--- config.mk ---
export PLATFORM = sky130hd
export DESIGN_NAME = thread_id_queue_set_unit
export DESIGN_NICKNAME = d
export VERILOG_FILES = /design/src/rtl/tiqs_pkg.sv /design/src/rtl/tiqs_cell.sv /design/src/rtl/tiqs_queue.sv /design/src/rtl/thread_id_queue_set_unit.sv
export SDC_FILE = /design/constraint.sdc
export NUM_CORES = 1
export LEC_CHECK = 0
export BUFFER_PORTS_ARGS = -buffer_cell sky130_fd_sc_hd__buf_2
export CAP_MARGIN = 20
export CORE_MARGIN = 2
export CORE_UTILIZATION = 55
export DETAILED_ROUTE_END_ITERATION = 8
export PLACE_DENSITY = 0.71
export SYNTH_ARGS = -nofsm -noshare
export SYNTH_HDL_FRONTEND = slang
export SYNTH_HIERARCHICAL = 1
export SYNTH_SLANG_ARGS = --single-unit
--- constraint.sdc ---
create_clock -name clk -period 6.55 [get_ports clk]
set_clock_uncertainty 0.05 [all_clocks]
set_input_delay 1.965 -clock clk [delete_from_list [all_inputs] [get_ports clk]]
set_output_delay 1.965 -clock clk [all_outputs]
set_load 0.05 [all_outputs]
--- src/rtl/tiqs_pkg.sv ---
// shared constants, codes and control structs of the thread id queue set
`timescale 1ns / 1ps

package tiqs_pkg;

    localparam int DEF_QUEUE_DEPTH      = 16;
    localparam int DEF_ID_WIDTH         = 8;
    localparam int DEF_NUM_READY_QUEUES = 3;

    localparam int REQ_W    = 2;
    localparam int SEL_W    = 2;
    localparam int TID_W    = 8;
    localparam int STATUS_W = 2;
    localparam int FOUND_W  = 2;
    localparam int COUNT_W  = 5;

    localparam int IN_DATA_W  = 16;
    localparam int OUT_DATA_W = 16;

    localparam logic [REQ_W-1:0] REQ_INSERT = 2'd0;
    localparam logic [REQ_W-1:0] REQ_REMOVE = 2'd1;
    localparam logic [REQ_W-1:0] REQ_SEARCH = 2'd2;

    localparam logic [STATUS_W-1:0] STAT_OK   = 2'd0;
    localparam logic [STATUS_W-1:0] STAT_DUP  = 2'd1;
    localparam logic [STATUS_W-1:0] STAT_MISS = 2'd2;
    localparam logic [STATUS_W-1:0] STAT_FULL = 2'd3;

    typedef struct packed {
        logic cmp_en;
        logic load_en;
        logic shift_en;
    } cell_ctrl_t;

    typedef struct packed {
        logic insert;
        logic remove;
    } queue_op_t;

endpackage

--- src/rtl/tiqs_cell.sv ---
// one queue slot: holds an id, registers its key match and shifts toward the head
`timescale 1ns / 1ps

module tiqs_cell #(
    parameter int ID_W = tiqs_pkg::DEF_ID_WIDTH
) (
    input  logic                 clk,
    input  tiqs_pkg::cell_ctrl_t ctrl,
    input  logic                 occupied,
    input  logic [ID_W-1:0]      cmp_key,
    input  logic [ID_W-1:0]      load_key,
    input  logic [ID_W-1:0]      next_id,
    input  logic                 shift_in,
    output logic                 shift_out,
    output logic [ID_W-1:0]      id
);
    import tiqs_pkg::*;

    logic [ID_W-1:0] id_reg;
    logic [ID_W-1:0] id_next;
    logic            match_reg;

    assign shift_out = shift_in | match_reg;
    assign id        = id_reg;

    always_comb
    begin
        id_next = id_reg;
        if (ctrl.load_en)
        begin
            id_next = load_key;
        end
        else if (ctrl.shift_en && shift_out)
        begin
            id_next = next_id;
        end
    end

    always_ff @(posedge clk)
    begin
        id_reg <= id_next;
        if (ctrl.cmp_en)
        begin
            match_reg <= occupied && (id_reg == cmp_key);
        end
    end

endmodule

--- src/rtl/tiqs_queue.sv ---
// one ordered queue: a row of slot cells plus its fill count
`timescale 1ns / 1ps

module tiqs_queue #(
    parameter int DEPTH = tiqs_pkg::DEF_QUEUE_DEPTH,
    parameter int ID_W  = tiqs_pkg::DEF_ID_WIDTH,
    parameter int CNT_W = $clog2(DEPTH + 1)
) (
    input  logic                clk,
    input  logic                rst_n,
    input  logic                cmp_en,
    input  logic [ID_W-1:0]     cmp_key,
    input  logic [ID_W-1:0]     load_key,
    input  tiqs_pkg::queue_op_t op,
    output logic                hit,
    output logic [CNT_W-1:0]    len
);
    import tiqs_pkg::*;

    logic [CNT_W-1:0] len_reg;
    logic [CNT_W-1:0] len_next;
    logic             insert_go;
    logic             remove_go;
    logic [ID_W-1:0]  ids [DEPTH];
    logic [DEPTH:0]   shift_chain;

    assign shift_chain[0] = 1'b0;
    assign hit            = shift_chain[DEPTH];
    assign len            = len_reg;
    assign insert_go      = op.insert && !hit && (len_reg < CNT_W'(DEPTH));
    assign remove_go      = op.remove && hit;

    for (genvar i = 0; i < DEPTH; i++)
    begin : g_cell
        cell_ctrl_t      ctrl;
        logic [ID_W-1:0] next_id;

        assign ctrl.cmp_en   = cmp_en;
        assign ctrl.load_en  = insert_go && (len_reg == CNT_W'(i));
        assign ctrl.shift_en = remove_go;

        if (i == DEPTH - 1)
        begin : g_tail
            assign next_id = ids[i];
        end
        else
        begin : g_body
            assign next_id = ids[i+1];
        end

        tiqs_cell #(
            .ID_W (ID_W)
        ) u_cell (
            .clk       (clk),
            .ctrl      (ctrl),
            .occupied  (CNT_W'(i) < len_reg),
            .cmp_key   (cmp_key),
            .load_key  (load_key),
            .next_id   (next_id),
            .shift_in  (shift_chain[i]),
            .shift_out (shift_chain[i+1]),
            .id        (ids[i])
        );
    end

    always_comb
    begin
        len_next = len_reg;
        if (insert_go)
        begin
            len_next = len_reg + CNT_W'(1);
        end
        else if (remove_go)
        begin
            len_next = len_reg - CNT_W'(1);
        end
    end

    always_ff @(posedge clk or negedge rst_n)
    begin
        if (!rst_n)
        begin
            len_reg <= '0;
        end
        else
        begin
            len_reg <= len_next;
        end
    end

endmodule

--- src/rtl/thread_id_queue_set_unit.sv ---
// top level of the thread id queue set: request decode, queue rows and result register
`timescale 1ns / 1ps

// Keeps NUM_READY_QUEUES ready queues and one blocked queue of thread ids.
// Input channel s_axis carries one request per transaction: insert at tail,
// remove by id, or search all queues (ready queues in order, then blocked).
// Output channel m_axis carries exactly one result per request: status,
// queue that holds the id on a search, and entries left in the chosen queue.
// Timing: a request is accepted in the idle state; in that same cycle every
// slot cell compares its id with the key. The next cycle resolves the match
// chain, shifts or loads the cells and loads the result register. A new
// request is taken only after that apply state, one compare / apply
// sequence through the cell rows at a time.
// The result register lets the next request be accepted while a result
// waits; if m_axis stalls, that request holds in its apply cycle until the
// result register is free. Reset empties all queues at once (fill counts
// only); slot contents need no clearing, nothing is read past a queue's fill.
module thread_id_queue_set_unit #(
    parameter int QUEUE_DEPTH      = tiqs_pkg::DEF_QUEUE_DEPTH,
    parameter int ID_WIDTH         = tiqs_pkg::DEF_ID_WIDTH,
    parameter int NUM_READY_QUEUES = tiqs_pkg::DEF_NUM_READY_QUEUES
) (
    input  logic                            clk,
    input  logic                            rst_n,
    input  logic                            s_axis_tvalid,
    output logic                            s_axis_tready,
    // req_type [1:0], list_select [3:2], thread_id [11:4], zero [15:12]
    input  logic [tiqs_pkg::IN_DATA_W-1:0]  s_axis_tdata,
    output logic                            m_axis_tvalid,
    input  logic                            m_axis_tready,
    // status [1:0], found_queue [3:2], entry_count [8:4], zero [15:9]
    output logic [tiqs_pkg::OUT_DATA_W-1:0] m_axis_tdata
);
    import tiqs_pkg::*;

    localparam int NQ    = NUM_READY_QUEUES + 1;
    localparam int QW    = $clog2(NQ);
    localparam int CNT_W = $clog2(QUEUE_DEPTH + 1);

    localparam logic ST_IDLE  = 1'b0;
    localparam logic ST_APPLY = 1'b1;

    logic                state_reg;
    logic                state_next;
    logic [REQ_W-1:0]    req_reg;
    logic [QW-1:0]       q_reg;
    logic [ID_WIDTH-1:0] key_reg;

    logic [REQ_W-1:0]    in_req;
    logic [SEL_W-1:0]    in_sel;
    logic [TID_W-1:0]    in_tid;
    logic [ID_WIDTH-1:0] in_key;
    logic [QW-1:0]       in_q;
    logic                accept;
    logic                go;

    logic [NQ-1:0]       hit_vec;
    logic [CNT_W-1:0]    len_vec [NQ];
    queue_op_t           op_vec  [NQ];

    logic                sel_hit;
    logic [CNT_W-1:0]    sel_len;
    logic [STATUS_W-1:0] res_status;
    logic [FOUND_W-1:0]  res_found;
    logic [CNT_W-1:0]    res_cnt;

    logic                out_valid_reg;
    logic                out_valid_next;
    logic [STATUS_W-1:0] status_reg;
    logic [FOUND_W-1:0]  found_reg;
    logic [COUNT_W-1:0]  count_reg;

    assign in_req = s_axis_tdata[REQ_W-1:0];
    assign in_sel = s_axis_tdata[REQ_W+SEL_W-1:REQ_W];
    assign in_tid = s_axis_tdata[REQ_W+SEL_W+TID_W-1:REQ_W+SEL_W];
    assign in_key = ID_WIDTH'(in_tid);
    assign in_q   = (32'(in_sel) < NUM_READY_QUEUES) ? QW'(in_sel) : QW'(NUM_READY_QUEUES);

    assign s_axis_tready = (state_reg == ST_IDLE);
    assign accept        = s_axis_tvalid && s_axis_tready;
    assign go            = (state_reg == ST_APPLY) && (!out_valid_reg || m_axis_tready);

    for (genvar k = 0; k < NQ; k++)
    begin : g_queue
        assign op_vec[k].insert = go && (req_reg == REQ_INSERT) && (q_reg == QW'(k));
        assign op_vec[k].remove = go && (req_reg == REQ_REMOVE) && (q_reg == QW'(k));

        tiqs_queue #(
            .DEPTH (QUEUE_DEPTH),
            .ID_W  (ID_WIDTH),
            .CNT_W (CNT_W)
        ) u_queue (
            .clk      (clk),
            .rst_n    (rst_n),
            .cmp_en   (accept),
            .cmp_key  (in_key),
            .load_key (key_reg),
            .op       (op_vec[k]),
            .hit      (hit_vec[k]),
            .len      (len_vec[k])
        );
    end

    assign sel_hit = hit_vec[q_reg];
    assign sel_len = len_vec[q_reg];

    always_comb
    begin
        res_status = STAT_MISS;
        res_found  = '0;
        res_cnt    = '0;
        unique case (req_reg)
            REQ_INSERT:
            begin
                res_cnt = sel_len;
                if (sel_hit)
                begin
                    res_status = STAT_DUP;
                end
                else if (sel_len == CNT_W'(QUEUE_DEPTH))
                begin
                    res_status = STAT_FULL;
                end
                else
                begin
                    res_status = STAT_OK;
                    res_cnt    = sel_len + CNT_W'(1);
                end
            end
            REQ_REMOVE:
            begin
                res_cnt = sel_len;
                if (sel_hit)
                begin
                    res_status = STAT_OK;
                    res_cnt    = sel_len - CNT_W'(1);
                end
            end
            REQ_SEARCH:
            begin
                for (int k = NQ - 1; k >= 0; k--)
                begin
                    if (hit_vec[k])
                    begin
                        res_status = STAT_OK;
                        res_found  = FOUND_W'(k);
                    end
                end
            end
            default:
            begin
                res_status = STAT_MISS;
            end
        endcase
    end

    always_comb
    begin
        state_next = state_reg;
        unique case (state_reg)
            ST_IDLE:
            begin
                if (accept)
                begin
                    state_next = ST_APPLY;
                end
            end
            ST_APPLY:
            begin
                if (go)
                begin
                    state_next = ST_IDLE;
                end
            end
            default:
            begin
                state_next = ST_IDLE;
            end
        endcase
    end

    always_comb
    begin
        out_valid_next = out_valid_reg;
        if (go)
        begin
            out_valid_next = 1'b1;
        end
        else if (m_axis_tready)
        begin
            out_valid_next = 1'b0;
        end
    end

    always_ff @(posedge clk or negedge rst_n)
    begin
        if (!rst_n)
        begin
            state_reg     <= ST_IDLE;
            out_valid_reg <= 1'b0;
        end
        else
        begin
            state_reg     <= state_next;
            out_valid_reg <= out_valid_next;
        end
    end

    always_ff @(posedge clk)
    begin
        if (accept)
        begin
            req_reg <= in_req;
            q_reg   <= in_q;
            key_reg <= in_key;
        end
        if (go)
        begin
            status_reg <= res_status;
            found_reg  <= res_found;
            count_reg  <= COUNT_W'(res_cnt);
        end
    end

    assign m_axis_tvalid = out_valid_reg;
    assign m_axis_tdata  = {
        (OUT_DATA_W - STATUS_W - FOUND_W - COUNT_W)'(0),
        count_reg,
        found_reg,
        status_reg
    };

endmodule

==> impl_metrics.toml <==
[worst_setup_path]
r2r_cells = 21
worstPathArrival_ns = 6.35
critPathKind = "register to register"
cp-end-kind = "register"
crit_top_cell = "or2_1"
cp.depth = 21
critPathTopFamily = "simple AND/OR/NAND/NOR gates"
cp.required_ns = 6.77
crit_buf_inv = 1
cp_max_fo = 9
worstPathCellList = "or2_1, or2_1, or2_1, or2_1, or2_1, or2_1, or2_1, or2_1, or2_1, or2_1, or2_1, or2_1, or2_1, or2_1, or2_1, or2_1, nor3b_2, nand3_1, nor3_1, buf_4, a21o_1"
slowest_stage = "nor3b_2"
start_kind = "register"
slowest_delay_ns = 0.42

[timing]
max-slew-margin-rel_pct = 23.7
setup_violations = 0
finalCritPeriodShare_pct = 93.6
setup_tns_ns = 0
drv_slew = 0
max_freq_mhz = 163
fin_crit_ns = 6.13
hold_viol_final = 0
rsz0062_at_grt = "no"
tightest_slew_ns = 1.14

[logic_synthesis]
synth-main-ff-cell = "edfxtp_1"
synth_cell_type_count = 59
synth-seq-cells = 619
synthSimpleGateAreaFrac_pct = 8.87
synth_edf_count = 597
synth_top_family_by_area = "multiplexers"
synth_cells = 2516
muxShareOfSynthArea_pct = 21.6
yosysMostFrequentCell = "edfxtp_1"
mappedNetlistArea_sq_mm = 0.0365
postSynth.asyncResetShare_pct = 3.55
synth_area_leaders = "edfxtp_1, mux2_4, xnor2_1"
synth_fa_ha_area_share_pct = 0.789
synth_compound_area_share_pct = 2.54
yosys_warnings = 6
syn_avg_cell_area_sq_um = 14.5
synth_top_area_cell = "edfxtp_1"
ys_seq_area_share_pct = 50.7
synth_top_area_share_pct = 49.2
synth_commonest_cells = "edfxtp_1, xnor2_1, mux2_4"
synth_xor_area_share_pct = 12.6

[final_layout]
fin_area_sq_mm = 0.0396
regArea_sq_mm = 0.0185
nFillCells = 4940
drive_gt1_share_pct = 30.8
syn2layout_area_growth_pct = 8.55
largest_reg_flops = 512
fin_nets = 2649
multi_input_area_sq_mm = 0.0170
antennaDiodeCount = 0

[cts]
h-tree-depth = 3
cts_tree = "built"
clk_latency_ns = 0.61
clockBufferDepth = 3
postCtsHoldBufs = 0
cts.repair.resized = 0
path_clk_slew_ns = 0.06
cts-buffers-inserted = 69
clock-root-buffer = "clkbuf_16"
clock-sinks = 619
cts_setup_buffers = 0

[power_and_ir_drop]
p_sw_w = 0.00268
p_leak_nw = 12.8
combinationalPowerShare_pct = 13.5
vdd_drop_max_mv = 0.205
p_int_w = 0.00697
power_frac_clock_pct = 37.9
finalPower_w = 0.00965
power_frac_seq_pct = 48.6
p_per_area_mw_per_mm2 = 244
switching_share_pct = 27.8

[grt]
grt_antenna_before_repair = 1
grt.overflow.total = 0
grt_first_pass_wirelength_microns = 125000
grt_max_degree = 51
grt_pass1_vias = 21500
grt_usage_pct = 23.9

[placed_design]
placed_cell_area_sq_mm = 0.0375
io_buffers = 26
dp_hpwl_microns = 51800
gp_congestion = 0.827

[status]
status = "finished, final reports clean"

[die]
num_rows = 94
core_area_sq_mm = 0.0657
dieArea_sq_mm = 0.0684
fp.dieW_microns = 262
die_y_microns = 262
io_pins = 38
start_util_pct = 55.5

[worst_hold_path]
hold_depth = 2
hold_path_class = "register to register"

[routing]
wl_per_cell_microns = 22.8
route.detailed.drc = 0
vias_per_cell = 5.76
drt_iter0_markers = 1389
via_count = 20300
firstDrtPassIters = 5
postRouteAntennaNets = 0
totalWireLength_microns = 80100

[run]
cap_violations = 0
==> worst reg2reg max path, delay by kind of cell (launching register included) <==
kind                   cells  cell delay (ns)
and+or+nand+nor           19             4.85
DFF                        1             0.35
AOI/OAI and AO/OA          1             0.30
buffers and inverters      1             0.25
==> area by class of cell <==
class	count	share of cell area (%)
clock buffer	91	4.78
clock inverter	25	0.477
inverter	34	0.322
multi-input combinational	1769	43.0
sequential	619	46.7
tap	864	2.73
timing repair buffer	113	2.03
==> cells by family after synthesis <==
family | after synthesis
AO/OA/AOI/OAI | 125
flip-flops | 619
adder cells (fa/ha/maj) | 23
buffers and inverters | 134
XOR/XNOR | 526
multiplexers | 522
other | 5
AND/OR/NAND/NOR | 562
==> metrics by stage <==
step           utilization (%)  hold WS (ns)  cells  setup WS [ns]
2_1_floorplan                -         0.485   2522          0.665
3_3_place_gp              57.0         0.456   3399          0.520
3_5_place_dp              57.0         0.505   3399          0.428
4_1_cts                   60.2         0.526   3515          0.410
5_1_grt                   60.2         0.559   3515         0.0561
6_report                  60.2         0.516   3515          0.421
==> layer usage <==
metal | GRT usage [%] | wire [microns] | vias to the layer above
met3 | 4.15 | 4580 | 115
li1 | - | - | 9324
met2 | 40.0 | 38300 | 517
met4 | 6.46 | 1670 | 0
met1 | 32.2 | 35600 | 10300
met5 | 0 | 0 | -
==> placed cells by master, fill, tap and decap left out, types with 4 or more instances in the layout <==
cell         n
buf_4       95
nor2_1      84
o22ai_2      4
conb_1      11
nand2_1    124
edfxtp_1   597
nor3_2      75
nand4_1     64
nor3_1       8
and3_1       4
ha_1        23
or4_1        4
nand2b_1    16
clkinv_2     7
mux2_4     512
o211ai_1     4
o21bai_1    14
mux4_2       4
or3b_4       4
clkbuf_16   73
a21o_1      68
or2_1       64
o31ai_1      4
nor3b_2      4
clkbuf_1    18
xor2_1       7
buf_2       18
nand3_1     86
inv_1       31
o21ai_0     10
clkinv_1    13
or3_1        4
dfrtp_1     22
a21oi_1      6
xnor2_1    519
==> worst paths after layout <==
| kind | from | end | slack (ns) |
|---|---|---|---|
| max | g_queue[0].u_queue/g_cell[0].u_cell/match_reg | g_queue[0].u_queue/g_cell[13].u_cell/id[7] | 0.42 |
| min | m_axis_tvalid | m_axis_tvalid | 0.52 |
| max reg2reg | g_queue[0].u_queue/g_cell[0].u_cell/match_reg | g_queue[0].u_queue/g_cell[13].u_cell/id[7] | 0.42 |
| min reg2reg | m_axis_tvalid | m_axis_tvalid | 0.52 |
| max in group asynchronous | rst_n | g_queue[3].u_queue/len[4] | 4.63 |
| min in group asynchronous | rst_n | g_queue[0].u_queue/len[3] | 1.37 |
==> power groups by stage <==
stage	combinational, W	sequential (W)	clock, W
2_1_floorplan	0.000914	0.00463	0
3_3_place_gp	0.00127	0.00475	0
3_5_place_dp	0.00129	0.00476	0
4_1_cts	0.00130	0.00468	0.00373
5_1_grt	0.00143	0.00471	0.00389
6_report	0.00131	0.00469	0.00365
(Power assumes the default switching activity.)
